## src/hw/rtl/point_cloud_background_subtract_unit_macros.svh

```systemverilog
// Assertion macros shared by the background subtraction RTL.
`ifndef POINT_CLOUD_BACKGROUND_SUBTRACT_UNIT_MACROS_SVH
`define POINT_CLOUD_BACKGROUND_SUBTRACT_UNIT_MACROS_SVH

`ifndef NO_ASSERTIONS

// Check that a condition holds at every clock edge outside reset
`define PCBS_ASSERT_ALWAYS(lbl, expr) \
  lbl: assert property (@(posedge clk) disable iff (rst) (expr)) \
    else $error("invariant violated");

// Check that a consequent holds in the same cycle as its antecedent
`define PCBS_ASSERT_IMPL(lbl, ante, cons) \
  lbl: assert property (@(posedge clk) disable iff (rst) (ante) |-> (cons)) \
    else $error("implication violated");

// Check that a consequent holds in the cycle after its antecedent
`define PCBS_ASSERT_NEXT(lbl, ante, cons) \
  lbl: assert property (@(posedge clk) disable iff (rst) (ante) |=> (cons)) \
    else $error("next-cycle implication violated");

`else

`define PCBS_ASSERT_ALWAYS(lbl, expr)
`define PCBS_ASSERT_IMPL(lbl, ante, cons)
`define PCBS_ASSERT_NEXT(lbl, ante, cons)

`endif

`endif

```

## src/hw/rtl/pcbs_pkg.sv

```systemverilog
// Shared types and constants of the point cloud background subtraction unit.
package pcbs_pkg;

  // Configuration port
  localparam int CFG_IDX_W  = 2;
  localparam int CFG_DATA_W = 16;

  localparam logic [CFG_IDX_W-1:0] REG_THRESHOLD = 2'd0;
  localparam logic [CFG_IDX_W-1:0] REG_WIDTH     = 2'd1;
  localparam logic [CFG_IDX_W-1:0] REG_HEIGHT    = 2'd2;

  // Register and field widths
  localparam int THR_W    = 16;
  localparam int DIM_W    = 13;
  localparam int PROD_W   = 2 * DIM_W;
  localparam int THR_SQ_W = 2 * THR_W;
  localparam int COLOR_W  = 24;

  // Register reset values
  localparam logic [THR_W-1:0] THRESHOLD_RESET = 16'd600;
  localparam logic [DIM_W-1:0] WIDTH_RESET     = 13'd640;
  localparam logic [DIM_W-1:0] HEIGHT_RESET    = 13'd360;

  // Result kinds carried on tuser
  localparam logic KIND_POINT = 1'b0;
  localparam logic KIND_EOF   = 1'b1;

  // Decision queue between front and back
  localparam int QUEUE_DEPTH = 8;
  localparam int Q_PTR_W     = 3;
  localparam int Q_CNT_W     = 4;

  // Per-item decision passed through the queue
  typedef struct packed {
    logic fg;   // point is foreground and is sent on
    logic eof;  // point closes a compared frame
  } pcbs_ctrl_t;

endpackage

```

## src/hw/rtl/pcbs_back.sv

```systemverilog
// Back end: turns queued decisions into point and end-of-frame beats.
`include "point_cloud_background_subtract_unit_macros.svh"

module pcbs_back #(
  parameter int PAY_W   = 3 * 18 + 24,
  parameter int TDATA_W = 80
) (
  input  logic                 clk,
  input  logic                 rst,
  input  logic                 q_valid,
  input  pcbs_pkg::pcbs_ctrl_t q_ctrl,
  input  logic [PAY_W-1:0]     q_data,
  output logic                 q_pop,
  output logic                 m_tvalid,
  input  logic                 m_tready,
  output logic [TDATA_W-1:0]   m_tdata,
  output logic                 m_tuser,
  output logic                 m_tlast
);
  import pcbs_pkg::*;

  logic phase;       // point beat already sent, marker beat still owed
  logic load;
  logic beat_point;

  // Load a new beat whenever the output register is empty or being drained
  assign load       = q_valid && (!m_tvalid || m_tready);
  assign beat_point = q_ctrl.fg && !phase;
  assign q_pop      = load && !(beat_point && q_ctrl.eof);

  always_ff @(posedge clk) begin
    if (rst) begin
      m_tvalid <= 1'b0;
      phase    <= 1'b0;
    end else begin
      if (load) begin
        m_tvalid <= 1'b1;
        phase    <= beat_point && q_ctrl.eof;
      end else if (m_tready) begin
        m_tvalid <= 1'b0;
      end
    end
  end

  // Point beat carries the point, marker beat carries zeros and closes the run
  always_ff @(posedge clk) begin
    if (load) begin
      m_tdata <= beat_point ? TDATA_W'(q_data) : '0;
      m_tuser <= beat_point ? KIND_POINT : KIND_EOF;
      m_tlast <= beat_point ? !q_ctrl.eof : 1'b1;
    end
  end

  `PCBS_ASSERT_IMPL(a_phase_pending, phase, q_valid && q_ctrl.fg && q_ctrl.eof)
  `PCBS_ASSERT_IMPL(a_marker_last, m_tvalid && m_tuser == KIND_EOF, m_tlast)
  `PCBS_ASSERT_IMPL(a_marker_zero, m_tvalid && m_tuser == KIND_EOF, m_tdata == '0)

endmodule

```

## config.mk

```make
export PLATFORM = sky130hd
export DESIGN_NAME = pcbs_back
export DESIGN_NICKNAME = d
export VERILOG_FILES = /design/src/hw/rtl/pcbs_pkg.sv /design/src/hw/rtl/pcbs_back.sv
export VERILOG_INCLUDE_DIRS = /design/src /design/src/hw/rtl
export SDC_FILE = /design/constraint.sdc
export NUM_CORES = 1
export LEC_CHECK = 0
export ABC_AREA = 1
export BUFFER_PORTS_ARGS = -buffer_cell sky130_fd_sc_hd__clkbuf_2
export CAP_MARGIN = 20
export CORE_MARGIN = 3
export CORE_UTILIZATION = 41
export DETAILED_ROUTE_END_ITERATION = 10
export PLACE_DENSITY_LB_ADDON = 0.1
export SLEW_MARGIN = 5
export SYNTH_ARGS = -nofsm -noshare
export SYNTH_HDL_FRONTEND = slang
export SYNTH_SLANG_ARGS = --single-unit
```

## constraint.sdc

```tcl
create_clock -name clk -period 3.2 [get_ports clk]
set_input_delay 0.48 -clock clk [delete_from_list [all_inputs] [get_ports clk]]
set_output_delay 0.48 -clock clk [all_outputs]
set_load 0.05 [all_outputs]
```

## Yosys cells after proc, flatten, opt, wreduce, memory -nomap -nowiden

Index checks and enable logic that the tools add are counted.

- Flip-flop bits (word level): 84
- Latch bits: 0
- RAM bits: 0
- ROM bits: 0
- Input bits: 84
- Logic and storage cells: 19
- Memories kept: 0

- Add/sub/neg operators: 0
- Multiply operators: 0
- Div/mod/pow operators: 0
- Magnitude comparators: 0
- Equality and inequality tests: 0
- Shifts and indexed selects: 0
- Muxes and demuxes: 3
- Bitwise gates (word level): 0
- Reductions and logical operators: 10

Operators by type and width:

| kind | count |
|---|---|
| logical AND 1 bit | 4 |
| logical NOT 1 bit | 4 |
| 2-to-1 mux 1 bit | 3 |
| nonzero test 2 bit | 1 |
| logical OR 1 bit | 1 |

## Longest topological paths before layout

- Word-level depth: 5
- Gate-level depth with buffers: 6
- Gate-level depth less buffers: 6

## Worst setup path before layout

Ideal clock, no wire load.

- Path kind: register -> register
- From: register m_tvalid
- To: register m_tdata[0] (enable)
- Setup time: 0.434 ns
- Arrival: 2.278 ns
- Data required time: 2.766 ns
- Setup slack: 0.488 ns
- Cell stages (with the launch flop): 4
- Path through: dfxtp_1 > nand2_1 > nand2_1 > inv_1

- Word-level cells in the longest chain between the ends: 3

Ends and longest elaborated chain:

| item | line | text |
|---|---|---|
| start: declaration | pcbs_back.sv:14 | `output logic m_tvalid,` |
| start signal: assignment | pcbs_back.sv:33 | `m_tvalid <= 1'b0;` |
| start signal: assignment | pcbs_back.sv:37 | `m_tvalid <= 1'b1;` |
| start signal: assignment | pcbs_back.sv:40 | `m_tvalid <= 1'b0;` |
| logical NOT 1 bit | pcbs_back.sv:27 | `assign load = q_valid && (!m_tvalid \|\| m_tready);` |
| logical OR 1 bit | pcbs_back.sv:27 |  |
| logical AND 1 bit | pcbs_back.sv:27 |  |
| via load | pcbs_back.sv:23 | `logic load;` |
| end signal: assignment | pcbs_back.sv:48 | `m_tdata <= beat_point ? TDATA_W'(q_data) : '0;` |
| end: declaration | pcbs_back.sv:16 | `output logic [TDATA_W-1:0] m_tdata,` |

The timed path passes the listed nets, and every way through them passes these cells.
A chain may end at the register's enable or synchronous reset.

## Worst setup path after layout

- From: register phase
- To: output port q_pop

- Word-level cells in the longest chain between the ends: 5

Ends and longest elaborated chain:

| item | line | text |
|---|---|---|
| start: declaration | pcbs_back.sv:22 | `logic phase;` |
| start signal: assignment | pcbs_back.sv:38 | `phase <= beat_point && q_ctrl.eof;` |
| logical NOT 1 bit | pcbs_back.sv:28 | `assign beat_point = q_ctrl.fg && !phase;` |
| logical AND 1 bit | pcbs_back.sv:28 |  |
| logical AND 1 bit | pcbs_back.sv:29 | `assign q_pop = load && !(beat_point && q_ctrl.eof);` |
| logical NOT 1 bit | pcbs_back.sv:29 |  |
| logical AND 1 bit | pcbs_back.sv:29 |  |
| end: declaration | pcbs_back.sv:13 | `output logic q_pop,` |

Every way passes these cells.

==> flow_summary.json <==
{
  "outcome": "complete, no violations",
  "grt_pass1_wl_um": 10080,
  "first_pass_iters": 4,
  "io_pins": 168,
  "final_hold_viol_count": 0,
  "htree_num_levels": 3,
  "finalCriticalPeriod_ns": 2.143,
  "max_freq_ghz": 0.4667,
  "grt_max_degree": 47,
  "postSynth.asyncResetShare": 0,
  "comb_power_share": 0.186,
  "synth-seq-cells": 82,
  "relSlewSlack": 0.5886,
  "core-area_um2": 7447,
  "dieWidth_um": 94.94,
  "clk_pin_slew_ns": 0.08,
  "cts_hold_buf": 0,
  "fin_setup_tns_ns": 0,
  "antenna_found_initial": 0,
  "path_max_fanout": 35,
  "cts_sinks": 82,
  "hp-class": "in -> reg",
  "cts_setup_buffers": 0,
  "p_sw_frac": 0.2878,
  "synth_edf_count": 80,
  "cp-end-kind": "primary output",
  "rrSetupSlack_ns": 1.44,
  "clock_skew_ns": 0.007164,
  "worstMarginPinSlew_ns": 0.6164,
  "p_int_mw": 1.899,
  "power_frac_seq": 0.482,
  "crit_type": "reg -> out",
  "clkPwrFrac": 0.332,
  "grt_pass1_vias": 2173,
  "synth.most_common_cell": "inv_1",
  "layout-drive-gt1-share": 0.4465,
  "cp.required_ns": 2.72,
  "viasPerCell": 4.082,
  "vias": 2196,
  "ant_nets": 0,
  "leakagePower_nw": 2.285,
  "netlist.area_leader.share": 0.7407,
  "fillCellCount": 678,
  "ctsRootBufferMaster": "clkbuf_8",
  "crit_arrival_ns": 1.66,
  "dieHeight_um": 94.94,
  "cp-start-kind": "flop",
  "p_per_area_nw_per_um2": 605.4,
  "seqCellArea_um2": 2442,
  "drt-initial-drc-count": 79,
  "fin_crit_sh": 0.6697,
  "yosysWarnings": 0,
  "finalWeightedCongestion": 0.7407,
  "synth_area_per_cell_um2": 12.28,
  "drcViolationCount": 0,
  "num_antenna_cells": 0,
  "hpwl_um": 4867,
  "clk_path_buf_depth": 2,
  "wire_per_inst_um": 12.19,
  "wirelength_um": 6558,
  "port_buffers": 165,
  "cts_tree": "done",
  "yosys.area.top_type": "edfxtp_1",
  "cts_buffers": 9,
  "die_area_um2": 9014,
  "p_switching_uw": 767.4,
  "multiInputGateArea_um2": 417.9,
  "area_delta_synth_final_pct": 35.80,
  "synthesis.area_um2": 3243,
  "initial_core_util": 0.4355,
  "ir_drop_mv": 0.3226,
  "max_cap_viol_count": 0,
  "ys_types": 14,
  "slew_viol_final": 0,
  "synth-seq-area-share": 0.7531,
  "grtUsageTotal": 0.1487,
  "synth_cells": 264,
  "grt-ovfl-total": 0,
  "finalSetupViolCount": 0,
  "ctsResizeCount": 0,
  "yosys-top-cells-count": "83 x inv_1, 80 x edfxtp_1, 71 x nor2_1",
  "synth_area_leaders": "edfxtp_1 74%, inv_1 9.6%, nor2_1 8.2%",
  "clk_latency_ns": 0.33,
  "num_rows": 31,
  "ys.flop_type": "edfxtp_1",
  "rsz0062_at_grt": "false",
  "total_power_mw": 2.666,
  "fin_nets": 518
}
==> area by class of cell <==
| type | instances | share of cell area |
|---|---|---|
| flip-flops and latches | 82 | 0.5545 |
| repair buffers | 168 | 0.1955 |
| multi-input cells | 89 | 0.09489 |
| inverters | 84 | 0.07188 |
| clock buffers | 10 | 0.02898 |
| well taps | 99 | 0.02813 |
| clock inverters | 6 | 0.02614 |
==> registers in the layout (all words and copies together), names as in the netlist <==
name      cells
m_tlast       1
m_tvalid      1
m_tdata      78
phase         1
m_tuser       1
==> kinds of logic (layout without fill, tap and decap cells) <==
| kind of cell | count (synthesis) | in the layout | share of synthesized area |
|---|---|---|---|
| other | 1 | 2 | 0.001156 |
| AO/OA/AOI/OAI | 1 | 1 | 0.001542 |
| buffers and inverters | 94 | 268 | 0.1192 |
| AND/OR/NAND/NOR | 86 | 86 | 0.1250 |
| flip-flops | 82 | 82 | 0.7531 |
==> cell usage in the layout, fill, tap and decap left out, drive strengths merged <==
| cell type | count |
|---|---|
| inv | 83 |
| clkbuf | 175 |
| bufinv | 3 |
| clkinvlp | 1 |
| clkinv | 3 |
| a21oi | 1 |
| dfxtp | 2 |
| buf | 3 |
| conb | 2 |
| nor2 | 81 |
| edfxtp | 80 |
| nand2 | 5 |
==> worst paths after layout <==
kind,start,endpoint,depth (start not counted)
setup / recovery,phase,q_pop,5
hold / removal,rst,m_tvalid,2
setup reg to reg,m_tvalid,m_tdata[55],4
hold reg to reg,m_tvalid,m_tvalid,2
==> layer usage <==
layer,global-route usage,routed length [um]
met1,0.1798,2757
met2,0.2408,3003
met3,0.05179,693
met4,0.06490,103
met5,0,0
==> worst max-delay path, cell delays in order (launching register included) <==
cell and delay (ns):
dfxtp_1 0.33, inv_2 0.05, nand2_4 0.37, nor2_1 0.11, nor2_1 0.16, clkbuf_2 0.31
==> power by group through the flow <==
| stage | sequential, mW | combinational (mW) | clock, mW |
|---|---|---|---|
| final | 1.29 | 0.495 | 0.885 |
| after global placement | 1.31 | 0.498 | 0 |
| after CTS | 1.29 | 0.502 | 0.906 |
| after floorplan | 1.57 | 0.112 | 0 |
| after detailed placement | 1.31 | 0.501 | 0 |
| after global routing | 1.29 | 0.531 | 0.951 |
==> through the flow <==
stage	hold slack, ns	worst slack, ns	std cells	area (um^2)	util
2_1_floorplan	0.5173	0.4880	265	3247	-
3_3_place_gp	0.4839	1.135	522	4161	0.5588
3_5_place_dp	0.4937	1.096	522	4161	0.5588
4_1_cts	0.3014	1.010	538	4404	0.5914
5_1_grt	0.3247	0.8715	538	4404	0.5914
6_report	0.3203	1.057	538	4404	0.5914
(Power assumes the default switching activity.)
