$ cat src/hw/rtl/point_cloud_background_subtract_unit_macros.svh
// Assertion macros shared by the background subtraction RTL.
`ifndef POINT_CLOUD_BACKGROUND_SUBTRACT_UNIT_MACROS_SVH
`define POINT_CLOUD_BACKGROUND_SUBTRACT_UNIT_MACROS_SVH

`ifndef NO_ASSERTIONS

// Check that a condition holds at every clock edge outside reset
`define PCBS_ASSERT_ALWAYS(lbl, expr) \
  lbl: assert property (@(posedge clk) disable iff (rst) (expr)) \
    else $error("invariant violated");

// Check that a consequent holds in the same cycle as its antecedent
`define PCBS_ASSERT_IMPL(lbl, ante, cons) \
  lbl: assert property (@(posedge clk) disable iff (rst) (ante) |-> (cons)) \
    else $error("implication violated");

// Check that a consequent holds in the cycle after its antecedent
`define PCBS_ASSERT_NEXT(lbl, ante, cons) \
  lbl: assert property (@(posedge clk) disable iff (rst) (ante) |=> (cons)) \
    else $error("next-cycle implication violated");

`else

`define PCBS_ASSERT_ALWAYS(lbl, expr)
`define PCBS_ASSERT_IMPL(lbl, ante, cons)
`define PCBS_ASSERT_NEXT(lbl, ante, cons)

`endif

`endif

$ cat src/hw/rtl/pcbs_pkg.sv
// Shared types and constants of the point cloud background subtraction unit.
package pcbs_pkg;

  // Configuration port
  localparam int CFG_IDX_W  = 2;
  localparam int CFG_DATA_W = 16;

  localparam logic [CFG_IDX_W-1:0] REG_THRESHOLD = 2'd0;
  localparam logic [CFG_IDX_W-1:0] REG_WIDTH     = 2'd1;
  localparam logic [CFG_IDX_W-1:0] REG_HEIGHT    = 2'd2;

  // Register and field widths
  localparam int THR_W    = 16;
  localparam int DIM_W    = 13;
  localparam int PROD_W   = 2 * DIM_W;
  localparam int THR_SQ_W = 2 * THR_W;
  localparam int COLOR_W  = 24;

  // Register reset values
  localparam logic [THR_W-1:0] THRESHOLD_RESET = 16'd600;
  localparam logic [DIM_W-1:0] WIDTH_RESET     = 13'd640;
  localparam logic [DIM_W-1:0] HEIGHT_RESET    = 13'd360;

  // Result kinds carried on tuser
  localparam logic KIND_POINT = 1'b0;
  localparam logic KIND_EOF   = 1'b1;

  // Decision queue between front and back
  localparam int QUEUE_DEPTH = 8;
  localparam int Q_PTR_W     = 3;
  localparam int Q_CNT_W     = 4;

  // Per-item decision passed through the queue
  typedef struct packed {
    logic fg;   // point is foreground and is sent on
    logic eof;  // point closes a compared frame
  } pcbs_ctrl_t;

endpackage

$ cat src/hw/rtl/pcbs_queue.sv
// Short decision queue between the front end and the result sequencer.
`include "point_cloud_background_subtract_unit_macros.svh"

module pcbs_queue #(
  parameter int WIDTH = 3 * 18 + 24
) (
  input  logic                         clk,
  input  logic                         rst,
  input  logic                         push,
  input  pcbs_pkg::pcbs_ctrl_t         in_ctrl,
  input  logic [WIDTH-1:0]             in_data,
  input  logic                         pop,
  output logic                         out_valid,
  output pcbs_pkg::pcbs_ctrl_t         out_ctrl,
  output logic [WIDTH-1:0]             out_data,
  output logic [pcbs_pkg::Q_CNT_W-1:0] count
);
  import pcbs_pkg::*;

  pcbs_ctrl_t       ctrl_q [0:QUEUE_DEPTH-1];
  logic [WIDTH-1:0] data_q [0:QUEUE_DEPTH-1];
  logic [Q_PTR_W-1:0] wr_ptr;
  logic [Q_PTR_W-1:0] rd_ptr;

  // Store an entry at the tail
  always_ff @(posedge clk) begin
    if (push) begin
      ctrl_q[wr_ptr] <= in_ctrl;
      data_q[wr_ptr] <= in_data;
    end
  end

  // Move pointers and the fill count
  always_ff @(posedge clk) begin
    if (rst) begin
      wr_ptr <= '0;
      rd_ptr <= '0;
      count  <= '0;
    end else begin
      if (push) begin
        wr_ptr <= wr_ptr + Q_PTR_W'(1);
      end
      if (pop) begin
        rd_ptr <= rd_ptr + Q_PTR_W'(1);
      end
      if (push && !pop) begin
        count <= count + Q_CNT_W'(1);
      end else if (pop && !push) begin
        count <= count - Q_CNT_W'(1);
      end
    end
  end

  assign out_valid = count != '0;
  assign out_ctrl  = ctrl_q[rd_ptr];
  assign out_data  = data_q[rd_ptr];

  `PCBS_ASSERT_ALWAYS(a_no_overflow, !(push && !pop && count == Q_CNT_W'(QUEUE_DEPTH)))
  `PCBS_ASSERT_IMPL(a_no_underflow, pop, count != '0)
  `PCBS_ASSERT_NEXT(a_count_grows, push && !pop, count == $past(count) + Q_CNT_W'(1))

endmodule

$ cat config.mk
export PLATFORM = sky130hd
export DESIGN_NAME = pcbs_queue
export DESIGN_NICKNAME = d
export VERILOG_FILES = /design/src/hw/rtl/pcbs_pkg.sv /design/src/hw/rtl/pcbs_queue.sv
export VERILOG_INCLUDE_DIRS = /design/src /design/src/hw/rtl
export SDC_FILE = /design/constraint.sdc
export NUM_CORES = 1
export LEC_CHECK = 0
export BUFFER_PORTS_ARGS = -buffer_cell sky130_fd_sc_hd__buf_2
export CORE_MARGIN = 3
export CORE_UTILIZATION = 52
export DETAILED_ROUTE_END_ITERATION = 8
export GPL_TIMING_DRIVEN = 0
export PLACE_DENSITY = 0.75
export REMOVE_ABC_BUFFERS = 1
export SETUP_SLACK_MARGIN = 0.15
export SLEW_MARGIN = 20
export SYNTH_ARGS = -nofsm -noshare
export SYNTH_HDL_FRONTEND = slang
export SYNTH_SLANG_ARGS = --single-unit
$ cat constraint.sdc
create_clock -name clk -period 10 [get_ports clk]
set_input_delay 2 -clock clk [delete_from_list [all_inputs] [get_ports clk]]
set_output_delay 2 -clock clk [all_outputs]
set_load 0.01 [all_outputs]
Yosys cells after proc, flatten, opt, wreduce, memory -nomap -nowiden
Memories as Yosys holds them, arrays and structs flattened. A register that Yosys moved wholly into a read port is not among the register bits.
Index checks and enable logic that the tools add are counted.
- word-level logic and storage cells: 23
- bits of input ports: 84
- memory bits (writable): 640
- output and inout port bits: 85
- memories kept: 2
- bits in registers: 10
- multiplexer cells: 8
- reduce and logical (&&, ||, !) cells: 6
- add/subtract/negate cells: 4
- memory list (memory ; words ; width ; read ports ; clocked after memory_dff ; wr ports ; RTL line ; text):
    data_q ; 8 ; 78 ; 1 ; 1 ; 1 ; pcbs_queue.sv:21 ; logic [WIDTH-1:0] data_q [0:QUEUE_DEPTH-1];
    ctrl_q ; 8 ; 2 ; 1 ; 1 ; 1 ; pcbs_queue.sv:20 ; pcbs_ctrl_t ctrl_q [0:QUEUE_DEPTH-1];
- operators by type and width (kind ; count):
    $mux W3 ; 4
    $mux W4 ; 2
    $add A3 B1 Y3 const B ; 2
    $add A4 B1 Y4 const B ; 1
    $reduce_bool A4 Y1 ; 1
    $sub A4 B1 Y4 const B ; 1
    $logic_and A1 B1 Y1 ; 2
    $logic_not A1 Y1 ; 2
    $mux W1 ; 2
    $reduce_bool A2 Y1 ; 1

Longest topological paths before layout
Gate-level depths: netlist of the first run.
- word-level depth: 4
- gate-level depth with buffers: 8
- depth with buffers taken out: 8

Least setup slack after synthesis of the first run
No wires, ideal clock.
- kind: in2reg
- start point: input port push
- end point: memory ctrl_q[0][0] (netlist bit) (enable)
- setup slack: 1867 ps
- arrival: 7516 ps
- setup time: 617 ps
- buffers on the path: 0
- stages: 2
- required time: 9383 ps
- path through: nand2b_1 -> nor3_1
- cells in the longest elaborated chain, start to end: 2
- ends and longest elaborated chain (what ; RTL line ; text):
    from (decl) ; pcbs_queue.sv:9 ; input logic push,
    $mux W1 ; pcbs_queue.sv:27 ; if (push) begin
    $mux W1 (not written as such) ; pcbs_queue.sv:28 ; ctrl_q[wr_ptr] <= in_ctrl;
    to (decl) ; pcbs_queue.sv:20 ;
No other way between the ends.

==> metrics.md, run 1 <==
| Metric | Value |
|---|---|
| WHS | `0.542 ns` |
| Grt total ovfl | `0` |
| Average cell area after synthesis | `24.8 µm²` |
| TNS Setup | `0 ns` |
| Floorplan row count | `79` |
| Initial antenna violation count | `7` |
| Final Core Density | `0.626` |
| Area contributors post-synth | `edfxtp_1 78%, mux4_2 15%, mux2_2 3.7%` |
| Startpoint types | `flip-flop` |
| Root Buffer | `clkbuf_16` |
| Share of the synthesized area in the top cell type | `0.781` |
| Placer Congestion | `0.680` |
| Remaining DRCs | `0` |
| Clock latency on the worst-skew pair | `0.59 ns` |
| Worst Skew | `0.0183 ns` |
| Register area | `19,500 µm²` |
| Hold depth | `2` |
| Core area | `46,700 µm²` |
| Post-Syn Area | `24,600 µm²` |
| Drt initial violations | `926` |
| H-tree depth | `3` |
| Largest net degree at the start of global routing | `50` |
| Worst hold path type | `reg2reg` |
| Max incr delay on CP | `0.62 ns` |
| Worst-path cell chain | `buf_12 -> buf_16 -> mux4_2 -> mux2_2 -> buf_2` |
| Total power | `0.00604 W` |
| Gr usage total | `0.197` |
| Final nets | `1,335` |
| Final Critical Period | `4.83 ns` |
| Clk slew on worst S/H paths | `0.06 ns` |
| R2R depth | `8` |
| Crit share post-route | `0.483` |
| Crit. End Element | `output port` |
| Hold Crit Start | `wr_ptr[2]` |
| Slowest CP cell | `dfxtp_4` |
| Post-CTS Hold Fix Bufs | `0` |
| Placed Cells | `1,784` |
| Share of layout cells above drive strength 1 | `0.438` |
| WL/cell | `24.9 µm` |
| Fillers | `3,124` |
| Slew margin rel. | `0.467` |
| F_max | `0.207 GHz` |
| Status | `finished clean` |
| TritonCTS clock tree | `done` |
| Sink Count | `653` |
| Cells after Synth | `993` |
| Leakage | `9.44 nW` |
| Post-CTS setup buffers | `0` |
| Die height | `224 µm` |
| Worst-Margin Slew | `0.798 ns` |
| Crit path max-delay family | `multiplexers` |
| CTS resizes | `0` |
| Worst hold endpoint | `wr_ptr[2]` |
| Finish-stage setup viols | `0` |
| Worst r2r dst | `data_q[4][56]` |
| Max-slew violation count | `0` |
| Sequential area share after synthesis | `0.792` |
| Synth-to-Final Area Change | `18.8%` |
| Area of the multi-input gates | `4890 µm²` |
| FF+latch count, synth | `653` |
| Starting Density | `0.527` |
| Routed WL | `47.4 mm` |
| MaxCap Viol Count | `0` |
| DP HPWL | `29.2 mm` |
| Worst path bufs/invs | `3` |
| R2R Setup Slk | `7.40 ns` |
| Post-DR vias/cell | `5.82` |
| Crit path DAT | `2.83 ns` |
| CTS buffer count | `66` |
| Port buffer count | `168` |
| PD cells | `207 nW/µm²` |
| Max Root-Sink Buffers | `3` |
| CP Class | `reg2out` |
| Required time of the critical path | `8.00 ns` |
| Distinct cells, synth | `24` |
| Die Area | `50,000 µm²` |
| Cell taking the most area after synthesis | `edfxtp_1` |
| IO Count | `169` |
| First-pass GRT wire length | `72.9 mm` |
| Worst r2r src | `wr_ptr[2]` |
| Final std cells w/o fill | `1,904` |
| Number of global-route vias before repair | `11,800` |
| Vias | `11,100` |
| First drt pass iteration count | `5` |
| Unrepaired setup endpoints after global routing | `false` |
| YS warnings | `0` |
| Worst Path Max Fanout | `34` |
| Final Hold Fails | `0` |
| Die X | `224 µm` |
| Post-route ant nets | `0` |
| Peak VDD IR | `0.130 mV` |
-- layout by cell type (no fill, tap or decap), drive strengths merged --
master / count
a211oi: 1
a21oi: 2
a31oi: 1
buf: 231
bufinv: 6
clkbuf: 93
clkinv: 15
clkinvlp: 2
dfxtp: 13
diode: 3
edfxtp: 640
fa: 1
ha: 5
inv: 3
mux2: 81
mux2i: 3
mux4: 160
nand2: 4
nand2b: 3
nand3: 1
nor2: 19
nor2b: 1
nor3: 2
or4: 1
xnor2: 3
xor2: 3
-- state kept, by name, summed over array words and instances (netlist names), named ones only --
signal  cells
data_q    624
ctrl_q     16
count       4
rd_ptr      3
wr_ptr      3
-- power breakdown --
| group | total [W] | internal (W) | switching (W) |
|---|---|---|---|
| Combinational | 0.000515 | 0.000262 | 0.000253 |
| Clock | 0.00241 | 0.00145 | 0.000961 |
| Sequential | 0.00311 | 0.00308 | 0.0000322 |
-- worst max path at each step --
stage,startpoint,endpoint,slack [ns],depth (start not counted)
after global placement,push,data_q[4][18],-4.54,3
after detailed placement,push,data_q[4][18],5.54,9
after global routing,flip-flop,out_data[59],4.97,5
final,flip-flop,out_data[59],5.17,5
after floorplan,flip-flop,out_ctrl[0],0.46,2
after CTS,flip-flop,out_data[59],5.06,5
-- layout make-up --
cell class | instances | area share
Clock buffer | 93 | 0.0636
Tap cell | 607 | 0.0260
Multi-Input combinational cell | 291 | 0.167
Antenna cell | 3 | 0.000257
Timing Repair Buffer | 231 | 0.0664
Inverter | 2 | 0.000257
Sequential cell | 653 | 0.667
Clock inverter | 24 | 0.00920
-- worst reg2reg max path, cell delays in order (launching register included) --
cell     delay, ns
dfxtp_1       0.35
nand2_1       0.22
nor3_2        0.55
buf_6         0.24
buf_4         0.21
buf_4         0.19
buf_4         0.20
buf_4         0.19
buf_6         0.16
-- synth_stat cells --
library cell  instances
edfxtp_1            640
mux4_2              160
mux2_2               81
nor2_1               19
clkbuf_1             17
buf_2                16
dfxtp_1              13
buf_6                11
ha_1                  5
nand2_1               4
buf_1                 3
mux2i_1               3
nand2b_1              3
xnor2_1               3
xor2_1                3
a21oi_1               2
inv_1                 2
nor3_1                2
a211oi_1              1
a31oi_1               1
fa_1                  1
nand3_1               1
nor2b_1               1
or4_1                 1
-- cell families after synthesis --
logic type / Yosys count / synth area share
multiplexers: 244 / 0.185
flip-flops: 653 / 0.792
buffers and inverters: 49 / 0.0116
AO/OA/AOI/OAI: 4 / 0.000967
adder cells (fa/ha/maj): 6 / 0.00336
XOR/XNOR: 6 / 0.00214
AND/OR/NAND/NOR: 31 / 0.00544
-- metal layers --
metal  part of all wire  global-route usage  vias to the layer above
li1                   -                   -                     4746
met1               0.43               0.284                     5918
met2               0.49               0.307                      330
met3              0.065              0.0484                       74
met4              0.019              0.0574                        8
met5            0.00095                   0                        -
-- metrics by stage --
| step | cell area, µm² | setup slack [ns] |
|---|---|---|
| floorplan | 24300 | 0.463 |
| global placement | 25900 | -4.54 |
| detailed placement | 27100 | 5.54 |
| CTS | 29200 | 5.06 |
| global route | 29200 | 4.97 |
| finish | 29200 | 5.17 |
Power figures use the tool's default switching activity.
==> run 2: changes to the inputs <==
--- a/config.mk
+++ b/config.mk
@@ -6,6 +6,7 @@
 export SDC_FILE = /design/constraint.sdc
 export NUM_CORES = 1
 export LEC_CHECK = 0
+export ABC_AREA = 1
 export BUFFER_PORTS_ARGS = -buffer_cell sky130_fd_sc_hd__buf_2
 export CORE_MARGIN = 3
 export CORE_UTILIZATION = 52
==> constraint.sdc (replaced) <==
create_clock -name clk -period 4.7 [get_ports clk]
set_input_delay 0.94 -clock clk [delete_from_list [all_inputs] [get_ports clk]]
set_output_delay 0.94 -clock clk [all_outputs]
set_load 0.01 [all_outputs]
==> run 2 against run 1 <==
Against the previous run:
- clock skew is 0.011 ns lower
- wire length is 23% higher
- combinational power grew to 2.6 times the previous value
- global-route usage is 2.0 points higher
- synthesized area is 5.9% higher
- largest cell class unchanged
- largest power group unchanged
==> metrics.md, run 2 <==
| Metric | Value |
|---|---|
| Post-CTS Hold Fix Bufs | `0 (unchanged)` |
| First-pass GRT wire length | `89.2 mm (+22%)` |
| WHS | `0.488 ns (-0.0537 ns)` |
| Post-placement cell area | `28,400 µm² (+4.7%)` |
| Max reg flops | `624 (unchanged)` |
| Max Root-Sink Buffers | `3 (unchanged)` |
| Average cell area after synthesis | `11.8 µm² (-52%)` |
| Sequential area share after synthesis | `0.747 (-0.0442)` |
| Hold Crit Start | `rd_ptr[1]` |
| Top Registers | `data_q x624, ctrl_q x16, count x4` |
| Synth Flop Type | `edfxtp_1` |
| Post-DR vias/cell | `5.41 (-7.0%)` |
| Most frequent cells after synthesis | `656 x nor2_1, 640 x edfxtp_1, 421 x nand2_1` |
| Crit. End Element | `output port` |
| Finish-stage setup viols | `0 (unchanged)` |
| Final nets | `2,461 (+84%)` |
| Most instantiated library cell after synthesis | `nor2_1` |
| Distinct cells, synth | `25 (+4.2%)` |
| YS warnings | `0 (unchanged)` |
| Port buffer count | `168 (unchanged)` |
| First drt pass iteration count | `5 (unchanged)` |
| Dpl ws | `1.40 ns (-4.14 ns)` |
| Leakage | `11.1 nW (+17%)` |
| Worst r2r src | `wr_ptr[0]` |
| Root Buffer | `clkbuf_16` |
| Cell taking the most area after synthesis | `edfxtp_1` |
| Drt initial violations | `1,367 (+48%)` |
| Cells after Synth | `2,213 (+120%)` |
| IO Count | `169 (unchanged)` |
| Starting Density | `0.529 (+0.00173)` |
| F_max | `0.252 GHz` |
| Clock latency on the worst-skew pair | `0.61 ns (+0.02 ns)` |
| TritonCTS clock tree | `done` |
| Worst-Margin Slew | `0.728 ns (-0.0697 ns)` |
| H-tree depth | `2 (-1)` |
| Max-slew violation count | `0 (unchanged)` |
| Number of global-route vias before repair | `16,000 (+36%)` |
| Startpoint types | `flip-flop` |
| CTS resizes | `0 (unchanged)` |
| Synth-to-Final Area Change | `16.1%` |
| Die Area | `52,800 µm² (+5.8%)` |
| Most flop-heavy register | `data_q` |
| Number of flops mapped to enable cells by yosys | `640 (unchanged)` |
| Slew margin rel. | `0.513 (+0.0466)` |
| Remaining DRCs | `0 (unchanged)` |
| Required time of the critical path | `3.76 ns (-4.24 ns)` |
| Sink Count | `653 (unchanged)` |
| Share of layout cells above drive strength 1 | `0.128 (-0.311)` |
| Post-CTS setup buffers | `0 (unchanged)` |
| Die X | `230 µm (+2.8%)` |
| WL/cell | `18.9 µm (-24%)` |
| CP Class | `reg2out` |
| Async set-or-reset flop fraction in the synthesized netlist | `0 (unchanged)` |
| Post-route ant nets | `0 (unchanged)` |
| Final Instance Area | `30,200 µm² (+3.5%)` |
| Core area | `49,300 µm² (+5.6%)` |
| Largest net degree at the start of global routing | `125 (+150%)` |
| Most common library cell in the layout ignoring fill and taps | `nor2_1` |
| Area contributors post-synth | `edfxtp_1 74%, nor2_1 9.4%, nand2_1 6.1%` |
| Most frequent cells in the layout | `648 x nor2_1, 640 x edfxtp_1, 421 x nand2_1` |
| PD cells | `414 nW/µm² (+100%)` |
| Total power | `0.0125 W (+110%)` |
| Crit share post-route | `0.844` |
| Crit path DAT | `3.03 ns (+0.20 ns)` |
| Fillers | `3,673 (+18%)` |
| Share of the synthesized area in the top cell type | `0.737 (-0.0437)` |
| Status | `finished clean` |
| Vias | `16,700 (+51%)` |
| Gr usage total | `0.217 (+0.0200)` |
| DP HPWL | `33.7 mm (+16%)` |
| Clk slew on worst S/H paths | `0.06 ns (about the same)` |
| Final Hold Fails | `0 (unchanged)` |
| Post-Syn Area | `26,100 µm² (+5.9%)` |
| CTS buffer count | `61 (-7.6%)` |
| Setup ws final | `0.731 ns (-4.44 ns)` |
| Die height | `230 µm (+2.8%)` |
| Grt total ovfl | `0 (unchanged)` |
| Worst hold path type | `reg2reg` |
| Placer Congestion | `0.737 (+8.3%)` |
| Floorplan row count | `81 (+2.5%)` |
| Initial antenna violation count | `12 (+5)` |
| Worst Path Max Fanout | `114 (+240%)` |
| TNS Setup | `0 ns (unchanged)` |
| Unrepaired setup endpoints after global routing | `false` |
| Final Critical Period | `3.97 ns` |
| Worst Skew | `0.00772 ns (-0.0106 ns)` |
| Peak VDD IR | `0.274 mV (+110%)` |
| MaxCap Viol Count | `0 (unchanged)` |
| FF+latch count, synth | `653 (unchanged)` |
| Routed WL | `58.3 mm (+23%)` |
-- run 2: changes by cell type in the layout (fill, tap and decap cells not counted), moves of 9 or more --
cell      before  now
nor2_1        13  648
nand2_1        4  421
o21ai_1        0  268
mux4_2       160    0
mux2_2        81    0
o21ai_0        0   53
buf_4         19    0
clkinv_1      11   24
buf_16        19   29
inv_1          2   11
-- run 2: per-layer routing --
| metal | up-vias | global-route usage | part of all wire |
|---|---|---|---|
| li1 | 7913 | - | - |
| met1 | 8104 | 0.290 | 0.41 |
| met2 | 572 | 0.356 | 0.49 |
| met3 | 120 | 0.0529 | 0.078 |
| met4 | 14 | 0.0680 | 0.024 |
| met5 | - | 0 | 0.0017 |
-- run 2: critical path: stages (launching register included) --
cell and delay, ns:
dfxtp_4 0.75, buf_16 0.31, inv_8 0.22, buf_16 0.28, o21ai_0 0.25, nand2_1 0.08
nand2_1 0.07, nand2_1 0.10, buf_2 0.16
-- run 2: worst paths after layout --
path                   endpoint  slack, ns  cells past startpoint
hold / removal        flip-flop       0.49                      2
hold reg to reg       flip-flop       0.49                      2
setup / recovery    out_data[3]       0.73                      8
setup reg to reg  data_q[4][10]       2.54                      5
-- run 2: cell type report --
type                    count  area (µm²)  area share
diodes                      7        17.5    0.000579
clock inverters            35         231     0.00765
clock buffers              78        1630      0.0540
repair buffers            219        2070      0.0684
multi-input cells        1422        5900       0.195
flip-flops and latches    653       19500       0.644
well taps                 664         831      0.0275
inverters                  14        77.6     0.00256
-- run 2: kinds of logic after synthesis --
group           synth area share
fa+ha+maj                0.00317
xor+xnor                0.000672
simple gates               0.157
flops                      0.747
compound gates            0.0633
buf+inv                   0.0286
-- run 2: through the flow --
stage,instances,utilization
detailed placement,2972,0.576
CTS,3085,0.614
floorplan,2089,-
global route,3088,0.614
global placement,2921,0.549
finish,3092,0.614
-- run 2: power by group --
part,switching [W],leakage [nW],internal (W)
logic,0.000872,4.26,0.000454
registers,0.0000644,5.92,0.00653
clock network,0.00201,0.907,0.00260
